[config.mk]
export PLATFORM = sky130hd
export DESIGN_NAME = bcd_datetime_sanitize_weekday_flat
export DESIGN_NICKNAME = d
export VERILOG_FILES = /design/src/sv/bdsw_pkg.sv /design/src/sv/bdsw_chan_if.sv /design/src/sv/bcd_datetime_sanitize_weekday.sv /design/src/flat_wrapper.sv
export SDC_FILE = /design/constraint.sdc
export NUM_CORES = 1
export LEC_CHECK = 0
export BUFFER_PORTS_ARGS = -buffer_cell sky130_fd_sc_hd__buf_2
export CAP_MARGIN = 20
export CELL_PAD_IN_SITES_DETAIL_PLACEMENT = 0
export CELL_PAD_IN_SITES_GLOBAL_PLACEMENT = 1
export CORE_MARGIN = 2
export CORE_UTILIZATION = 40
export DETAILED_ROUTE_END_ITERATION = 10
export PLACE_DENSITY_LB_ADDON = 0.05
export SLEW_MARGIN = 20
export SYNTH_ARGS = -nofsm -noshare
export SYNTH_HDL_FRONTEND = slang
export SYNTH_SLANG_ARGS = --single-unit
[constraint.sdc]
create_clock -name clk -period 8.1 [get_ports clk]
set_input_delay 1.215 -clock clk [delete_from_list [all_inputs] [get_ports clk]]
set_output_delay 1.215 -clock clk [all_outputs]
set_load 0.1 [all_outputs]
[src/sv/bdsw_pkg.sv]
`default_nettype none
package bdsw_pkg;

	localparam int unsigned BASE_W = 12;
	localparam int unsigned YEAR_W = 7;
	localparam int unsigned CFG_W  = 12;
	localparam int unsigned FULL_W = 13;

	localparam logic [BASE_W-1:0] YEAR_BASE_RST = 12'd2000;
	localparam logic [YEAR_W-1:0] YEAR_LO_RST   = 7'd0;
	localparam logic [YEAR_W-1:0] YEAR_HI_RST   = 7'd99;

	// keeps the Gregorian arithmetic non-negative for any base
	localparam logic [FULL_W-1:0] CYCLE_YEARS = 13'd400;

	// reciprocal constants: x/100 for x < 43690, x/7 for x < 43690
	localparam logic [12:0] RECIP_100 = 13'd5243;
	localparam logic [15:0] RECIP_7   = 16'd37450;

	typedef enum logic [1:0] {
		REG_YEAR_BASE = 2'd0,
		REG_YEAR_LO   = 2'd1,
		REG_YEAR_HI   = 2'd2
	} reg_idx_t;

	typedef struct packed {
		logic [7:0] sec_bcd;
		logic [7:0] min_bcd;
		logic [7:0] hour_bcd;
		logic [7:0] day_bcd;
		logic [7:0] month_bcd;
		logic [7:0] year_bcd;
	} in_item_t;

	typedef struct packed {
		logic [6:0] sec_out;
		logic [6:0] min_out;
		logic [5:0] hour_out;
		logic [5:0] day_out;
		logic [4:0] month_out;
		logic [7:0] year_out;
		logic [2:0] weekday;
	} out_item_t;

	localparam logic [2:0] MONTH_OFF [12] = '{
		3'd0, 3'd3, 3'd2, 3'd5, 3'd0, 3'd3, 3'd5, 3'd1, 3'd4, 3'd6, 3'd2, 3'd4
	};

	function automatic logic [7:0] bcd_decode(input logic [7:0] b);
		logic [7:0] hi10;
		begin
			hi10 = {1'b0, b[7:4], 3'b000} + {3'b000, b[7:4], 1'b0};
			return hi10 + {4'd0, b[3:0]};
		end
	endfunction

	// value is below 128; wrap to two digits first
	function automatic logic [7:0] bcd_encode(input logic [6:0] v);
		logic [6:0]  v2;
		logic [17:0] prod;
		logic [3:0]  tens;
		logic [6:0]  ones;
		begin
			v2   = (v >= 7'd100) ? v - 7'd100 : v;
			prod = {11'd0, v2} * 18'd205;
			tens = prod[14:11];
			ones = v2 - ({3'd0, tens} * 7'd10);
			return {tens, ones[3:0]};
		end
	endfunction

endpackage
`default_nettype wire

[src/sv/bdsw_chan_if.sv]
`default_nettype none
interface bdsw_chan_if #(
	parameter type T = logic
);
	logic valid;
	logic ready;
	T     data;

	modport source (output valid, output data, input ready);
	modport sink (input valid, input data, output ready);
endinterface
`default_nettype wire

[src/sv/bcd_datetime_sanitize_weekday.sv]
// BCD date-time sanitizer with day-of-week.
// din (bdsw_chan_if of bdsw_pkg::in_item_t) carries six raw RTC BCD bytes;
// dout (bdsw_chan_if of bdsw_pkg::out_item_t) returns one item per input:
// range-checked canonical BCD fields (bad fields replaced by their minimum)
// and the weekday, 0 = Sunday, from year_base + year.
// Configuration: cfg_we/cfg_idx/cfg_data, index 0 year_base, 1 lower year
// limit, 2 upper year limit; write only while no item is in flight.
// Throughput: one item per cycle while dout.ready is high. Stages: decode,
// check/encode/year sum, /100 multiply, Sakamoto sum, /7 multiply, remainder.
// The two reciprocal multiplies set the depth.
// Each stage has its own valid bit and advances when empty or when the
// next one moves, so bubbles collapse; when dout stalls the pipe fills and
// din.ready drops only once all six stages hold items. Nothing is lost.
// Reset (arst_n low) empties the pipe and loads year_base 2000, lower year
// limit 0, upper year limit 99.
`default_nettype none
module bcd_datetime_sanitize_weekday (
	input  wire logic                     clk,
	input  wire logic                     arst_n,
	input  wire logic                     cfg_we,
	input  wire logic [1:0]               cfg_idx,
	input  wire logic [bdsw_pkg::CFG_W-1:0] cfg_data,
	bdsw_chan_if.sink                     din,
	bdsw_chan_if.source                   dout
);
	import bdsw_pkg::*;

	logic [BASE_W-1:0] year_base_q;
	logic [YEAR_W-1:0] year_lo_q;
	logic [YEAR_W-1:0] year_hi_q;

	always_ff @(posedge clk or negedge arst_n) begin
		if (!arst_n) begin
			year_base_q <= YEAR_BASE_RST;
			year_lo_q   <= YEAR_LO_RST;
			year_hi_q   <= YEAR_HI_RST;
		end else if (cfg_we) begin
			unique case (cfg_idx)
				REG_YEAR_BASE: year_base_q <= cfg_data[BASE_W-1:0];
				REG_YEAR_LO:   year_lo_q   <= cfg_data[YEAR_W-1:0];
				REG_YEAR_HI:   year_hi_q   <= cfg_data[YEAR_W-1:0];
				default: ;
			endcase
		end
	end

	logic v_s1, v_s2, v_s3, v_s4, v_s5, v_s6;
	logic en1, en2, en3, en4, en5, en6;

	assign en6 = !v_s6 || dout.ready;
	assign en5 = !v_s5 || en6;
	assign en4 = !v_s4 || en5;
	assign en3 = !v_s3 || en4;
	assign en2 = !v_s2 || en3;
	assign en1 = !v_s1 || en2;
	assign din.ready = en1;

	always_ff @(posedge clk or negedge arst_n) begin
		if (!arst_n) begin
			v_s1 <= 1'b0;
			v_s2 <= 1'b0;
			v_s3 <= 1'b0;
			v_s4 <= 1'b0;
			v_s5 <= 1'b0;
			v_s6 <= 1'b0;
		end else begin
			if (en1) v_s1 <= din.valid;
			if (en2) v_s2 <= v_s1;
			if (en3) v_s3 <= v_s2;
			if (en4) v_s4 <= v_s3;
			if (en5) v_s5 <= v_s4;
			if (en6) v_s6 <= v_s5;
		end
	end

	// stage 1: decode
	logic [7:0] sec_s1, min_s1, hour_s1, day_s1, mon_s1, year_s1;

	always_ff @(posedge clk) begin
		if (en1) begin
			sec_s1  <= bcd_decode(din.data.sec_bcd);
			min_s1  <= bcd_decode(din.data.min_bcd);
			hour_s1 <= bcd_decode(din.data.hour_bcd);
			day_s1  <= bcd_decode(din.data.day_bcd);
			mon_s1  <= bcd_decode(din.data.month_bcd);
			year_s1 <= bcd_decode(din.data.year_bcd);
		end
	end

	// stage 2: check, replace, encode; full year and month offset + day
	logic [6:0] sec_c, min_c, hour_c, day_c, mon_c, year_c;
	logic [3:0] mon_idx;
	logic [FULL_W-1:0] yy_c;
	logic [5:0] offd_c;

	always_comb begin
		sec_c  = (sec_s1 < 8'd60) ? sec_s1[6:0] : 7'd0;
		min_c  = (min_s1 < 8'd60) ? min_s1[6:0] : 7'd0;
		hour_c = (hour_s1 < 8'd24) ? hour_s1[6:0] : 7'd0;
		day_c  = (day_s1 >= 8'd1 && day_s1 <= 8'd31) ? day_s1[6:0] : 7'd1;
		mon_c  = (mon_s1 >= 8'd1 && mon_s1 <= 8'd12) ? mon_s1[6:0] : 7'd1;
		year_c = (year_s1 < {1'b0, year_lo_q} || year_s1 > {1'b0, year_hi_q})
			? year_lo_q : year_s1[6:0];
		mon_idx = mon_c[3:0] - 4'd1;
		yy_c = {1'b0, year_base_q} + {6'd0, year_c} + CYCLE_YEARS
			- {12'd0, (mon_c < 7'd3)};
		offd_c = {3'd0, MONTH_OFF[mon_idx]} + day_c[5:0];
	end

	logic [6:0] sec_s2, min_s2;
	logic [5:0] hour_s2, day_s2;
	logic [4:0] mon_s2;
	logic [7:0] year_s2;
	logic [FULL_W-1:0] yy_s2;
	logic [5:0] offd_s2;
	logic [7:0] sec_e, min_e, hour_e, day_e, mon_e;

	always_comb begin
		sec_e  = bcd_encode(sec_c);
		min_e  = bcd_encode(min_c);
		hour_e = bcd_encode(hour_c);
		day_e  = bcd_encode(day_c);
		mon_e  = bcd_encode(mon_c);
	end

	always_ff @(posedge clk) begin
		if (en2) begin
			sec_s2  <= sec_e[6:0];
			min_s2  <= min_e[6:0];
			hour_s2 <= hour_e[5:0];
			day_s2  <= day_e[5:0];
			mon_s2  <= mon_e[4:0];
			year_s2 <= bcd_encode(year_c);
			yy_s2   <= yy_c;
			offd_s2 <= offd_c;
		end
	end

	// stage 3: yy / 100
	logic [25:0] p100;
	assign p100 = {13'd0, yy_s2} * {13'd0, RECIP_100};

	logic [6:0] sec_s3, min_s3;
	logic [5:0] hour_s3, day_s3;
	logic [4:0] mon_s3;
	logic [7:0] year_s3;
	logic [FULL_W-1:0] yy_s3;
	logic [5:0] offd_s3;
	logic [5:0] q100_s3;

	always_ff @(posedge clk) begin
		if (en3) begin
			sec_s3  <= sec_s2;
			min_s3  <= min_s2;
			hour_s3 <= hour_s2;
			day_s3  <= day_s2;
			mon_s3  <= mon_s2;
			year_s3 <= year_s2;
			yy_s3   <= yy_s2;
			offd_s3 <= offd_s2;
			q100_s3 <= p100[24:19];
		end
	end

	// stage 4: Sakamoto sum, yy/400 taken as (yy/100)/4
	logic [13:0] sum_c;
	assign sum_c = {1'b0, yy_s3} + {3'd0, yy_s3[FULL_W-1:2]} - {8'd0, q100_s3}
		+ {10'd0, q100_s3[5:2]} + {8'd0, offd_s3};

	logic [6:0] sec_s4, min_s4;
	logic [5:0] hour_s4, day_s4;
	logic [4:0] mon_s4;
	logic [7:0] year_s4;
	logic [FULL_W-1:0] sum_s4;

	always_ff @(posedge clk) begin
		if (en4) begin
			sec_s4  <= sec_s3;
			min_s4  <= min_s3;
			hour_s4 <= hour_s3;
			day_s4  <= day_s3;
			mon_s4  <= mon_s3;
			year_s4 <= year_s3;
			sum_s4  <= sum_c[FULL_W-1:0];
		end
	end

	// stage 5: sum / 7
	logic [28:0] p7;
	assign p7 = {16'd0, sum_s4} * {13'd0, RECIP_7};

	logic [6:0] sec_s5, min_s5;
	logic [5:0] hour_s5, day_s5;
	logic [4:0] mon_s5;
	logic [7:0] year_s5;
	logic [FULL_W-1:0] sum_s5;
	logic [9:0] q7_s5;

	always_ff @(posedge clk) begin
		if (en5) begin
			sec_s5  <= sec_s4;
			min_s5  <= min_s4;
			hour_s5 <= hour_s4;
			day_s5  <= day_s4;
			mon_s5  <= mon_s4;
			year_s5 <= year_s4;
			sum_s5  <= sum_s4;
			q7_s5   <= p7[27:18];
		end
	end

	// stage 6: remainder, output register
	logic [FULL_W-1:0] rem_c;
	assign rem_c = sum_s5 - ({3'd0, q7_s5} * 13'd7);

	out_item_t out_s6;

	always_ff @(posedge clk) begin
		if (en6) begin
			out_s6.sec_out   <= sec_s5;
			out_s6.min_out   <= min_s5;
			out_s6.hour_out  <= hour_s5;
			out_s6.day_out   <= day_s5;
			out_s6.month_out <= mon_s5;
			out_s6.year_out  <= year_s5;
			out_s6.weekday   <= rem_c[2:0];
		end
	end

	assign dout.valid = v_s6;
	assign dout.data  = out_s6;

endmodule
`default_nettype wire

[src/flat_wrapper.sv]
// flat-port wrapper written by rule: the top's interface ports become plain ports
module bcd_datetime_sanitize_weekday_flat import bdsw_pkg::*;
  (clk, arst_n, cfg_we, cfg_idx, cfg_data, din_valid, din_data, din_ready, dout_valid, dout_data, dout_ready);
  bdsw_chan_if #(.T(in_item_t)) din_i ();
  bdsw_chan_if #(.T(out_item_t)) dout_i ();
  input  wire logic clk;
  input  wire logic arst_n;
  input  wire logic cfg_we;
  input  wire logic [1:0] cfg_idx;
  input  wire logic [bdsw_pkg::CFG_W-1:0] cfg_data;
  input wire logic [$bits(din_i.valid)-1:0] din_valid;
  input wire logic [$bits(din_i.data)-1:0] din_data;
  output wire logic [$bits(din_i.ready)-1:0] din_ready;
  output wire logic [$bits(dout_i.valid)-1:0] dout_valid;
  output wire logic [$bits(dout_i.data)-1:0] dout_data;
  input wire logic [$bits(dout_i.ready)-1:0] dout_ready;
  assign din_i.valid = din_valid;
  assign din_i.data = din_data;
  assign din_ready = din_i.ready;
  assign dout_valid = dout_i.valid;
  assign dout_data = dout_i.data;
  assign dout_i.ready = dout_ready;
  bcd_datetime_sanitize_weekday u_core (.clk(clk), .arst_n(arst_n), .cfg_we(cfg_we), .cfg_idx(cfg_idx), .cfg_data(cfg_data), .din(din_i), .dout(dout_i));
endmodule
==> metrics.cfg <==
[route]
finalWirelength_um=45100
drt_iter0_markers=499
detail_route.wl_per_cell_um=15.5
ant_nets=0
route.detailed.drc=0
post_drt_via_cell_ratio=4.70
vias=13700
drt_first_pass_iters=4

[logic_synthesis]
yosys_most_used_dff=edfxtp_1
synth_top_area_cell=edfxtp_1
synth.distinct_cells=63
ys_ff_latch=341
syn_area_per_cell_um2=12.7
async_flop_share_pct=9.38
synth_edf_count=309
ys_top_cells_by_area=edfxtp_1 (38%), ha_1 (23%), fa_1 (14%), inv_1 (6.1%), xnor2_1 (2.7%)
synth_top_area_share_pct=38.3
syn-cell-area_um2=24200
synth_seq_area_share_pct=41.6
netlist_instances=1906
yosys_warnings=0

[cts]
cts_buffers=42
cts_buffer_depth=3
clk_pin_slew_worst_paths_ns=0.06
cts_hold_buf=0
numClockSinks=341
cts_setup_buffers=0
cts_resized=0
cts_root_buf=clkbuf_16
cts_tree=done
clock_latency_ns=0.57
htreeDepth=2

[run]
max-cap-violations=0

[timing]
relSlewSlack_pct=38.2
finalCritPeriodShare_pct=93.5
skew_ns=0.0306
rsz0062_at_grt=false
finalHoldViolCount=0
worstMarginPinSlew_ns=0.927
min_period_ns=7.58
fmax_mhz=132
setup_viol=0
slew_viol_final=0
setup_tns_ns=0

[global_routing]
grt_max_degree=55
grt_pass1_wl_um=76400
grt_pass1_vias=14800
grt_overflow_total=0
gr-usage-all-layers_pct=15.3
antenna_found_initial=0

[final_layout]
n_fill_cell=5611
final_nets=2779
layout_common_cells=ha_1 (454), inv_1 (395), edfxtp_1 (309)
drive_above_1_share_pct=11.2
insertedDiodeCount=0
layout_commonest_cell=ha_1
syn_to_final_growth_pct=12.8
finish.instance_area_um2=27400
post-route-util_pct=45.5

[critical_path]
crit_path_end_kind=flip-flop
crit_start=u_core.year_s1[2]
crit_top_cell=ha_1
worstPathArrival_ns=7.87
crit_cells=33
endpoint=u_core.year_s2[3]
r2r_setup_slack_ns=0.52
crit_buf_inv=4
worstRegToRegCells=33
critPathKind=reg -> reg
cp_slowest_stage_delay_ns=0.52
reg2reg_from=u_core.year_s1[2]
cpLargestDelayFamily=adder cells
timing.rr.end=u_core.year_s2[3]
critPathSlowestCell=edfxtp_1
worstPathMaxFanout=8
cp-start-kind=flip-flop
worstPathRequired_ns=8.39

[floorplan]
core-area_um2=60100
dieArea_um2=62600
rows=90
initial_utilization_pct=40.3
fp.dieW_um=250
die_y_um=250
ios=111

[placement]
gp_congestion=0.806
hpwl_um=35700
port_buffers=110
dpl_cell_area_um2=25900

[worst_hold_path]
min_path_type=reg -> reg

[run_status]
status=finished clean

final cells by class:
cell class / instances / area, µm² / area share, %
inverters: 397 / 1490 / 5.45
repair buffers: 119 / 618 / 2.26
well taps: 782 / 978 / 3.58
multi-input cells: 1191 / 12800 / 46.7
flip-flops and latches: 341 / 10100 / 36.9
clock inverters: 26 / 294 / 1.07
clock buffers: 51 / 1120 / 4.08
routing by layer:
layer / track usage [%] / part of all wire (%) / up-vias
met5: 0 / 0 / -
met1: 20.2 / 46 / 6626
met3: 2.00 / 2.8 / 50
li1: - / - / 6852
met4: 3.80 / 1.9 / 0
met2: 26.7 / 49 / 130
synthesized netlist by cell type, types with 18 or more instances:
library cell	number
ha_1	454
inv_1	397
edfxtp_1	309
fa_1	166
xnor2_1	76
nand2_1	57
a21oi_1	50
nor2_1	46
o21ai_0	37
xor2_1	36
a21o_1	28
dfrtp_1	22
nor3_1	21
mux2_2	18
nand3_1	18
kinds of logic after synthesis:
group | share of synthesized area [%]
buf+inv | 6.30
xor+xnor | 4.05
mux | 1.14
other cells | 0.0310
flops | 41.6
simple gates | 4.67
compound gates | 4.99
fa+ha+maj | 37.2
sequential cells by signal, indices dropped and copies added, names as in the netlist, 8 cells and up:
register and cells:
u_core.year_s5 8, u_core.yy_s2 13, u_core.sec_s1 8, u_core.yy_s3 13, u_core.year_s3 8, u_core.year_s2 8, u_core.min_s1 8, u_core.year_s4 8
u_core.mon_s1 8, u_core.year_s1 8, u_core.dout.data 42, u_core.hour_s1 8, u_core.year_base_q 12, u_core.day_s1 8, u_core.sum_s4 13
worst reg2reg max path: cells and delay by family (launching register included):
family | cells | cell delay, ns
DFF | 1 | 0.52
buffers and inverters | 4 | 0.33
AOI/OAI and AO/OA | 8 | 1.58
adders and majority gates | 9 | 3.00
muxes | 2 | 0.69
xor gates and xnor gates | 4 | 0.74
and+or+nand+nor | 6 | 0.46
worst min-delay path by stage:
stage / startpoint / end / slack (ns) / cells after the start
4_1_cts: u_core.min_s3[6] / u_core.min_s4[6] / 0.39 / 0
6_report: u_core.min_s3[6] / u_core.min_s4[6] / 0.39 / 0
3_3_place_gp: u_core.min_s2[5] / u_core.min_s3[5] / 0.40 / 0
3_5_place_dp: u_core.day_s2[2] / u_core.day_s3[2] / 0.40 / 0
5_1_grt: u_core.min_s3[6] / u_core.min_s4[6] / 0.40 / 0
2_1_floorplan: u_core.day_s2[0] / u_core.day_s3[0] / 0.40 / 0
through the flow:
step,setup slack (ns),cells,hold WS (ns)
floorplan,0.872,1935,0.400
detailed placement,0.519,2830,0.405
CTS,0.467,2907,0.386
finish,0.524,2907,0.393
global placement,0.579,2830,0.401
global route,0.0000622,2907,0.398
Power is left out: the tool's default activity adds up to more than one toggle a clock period on the data nets, which glitch-free logic cannot reach.
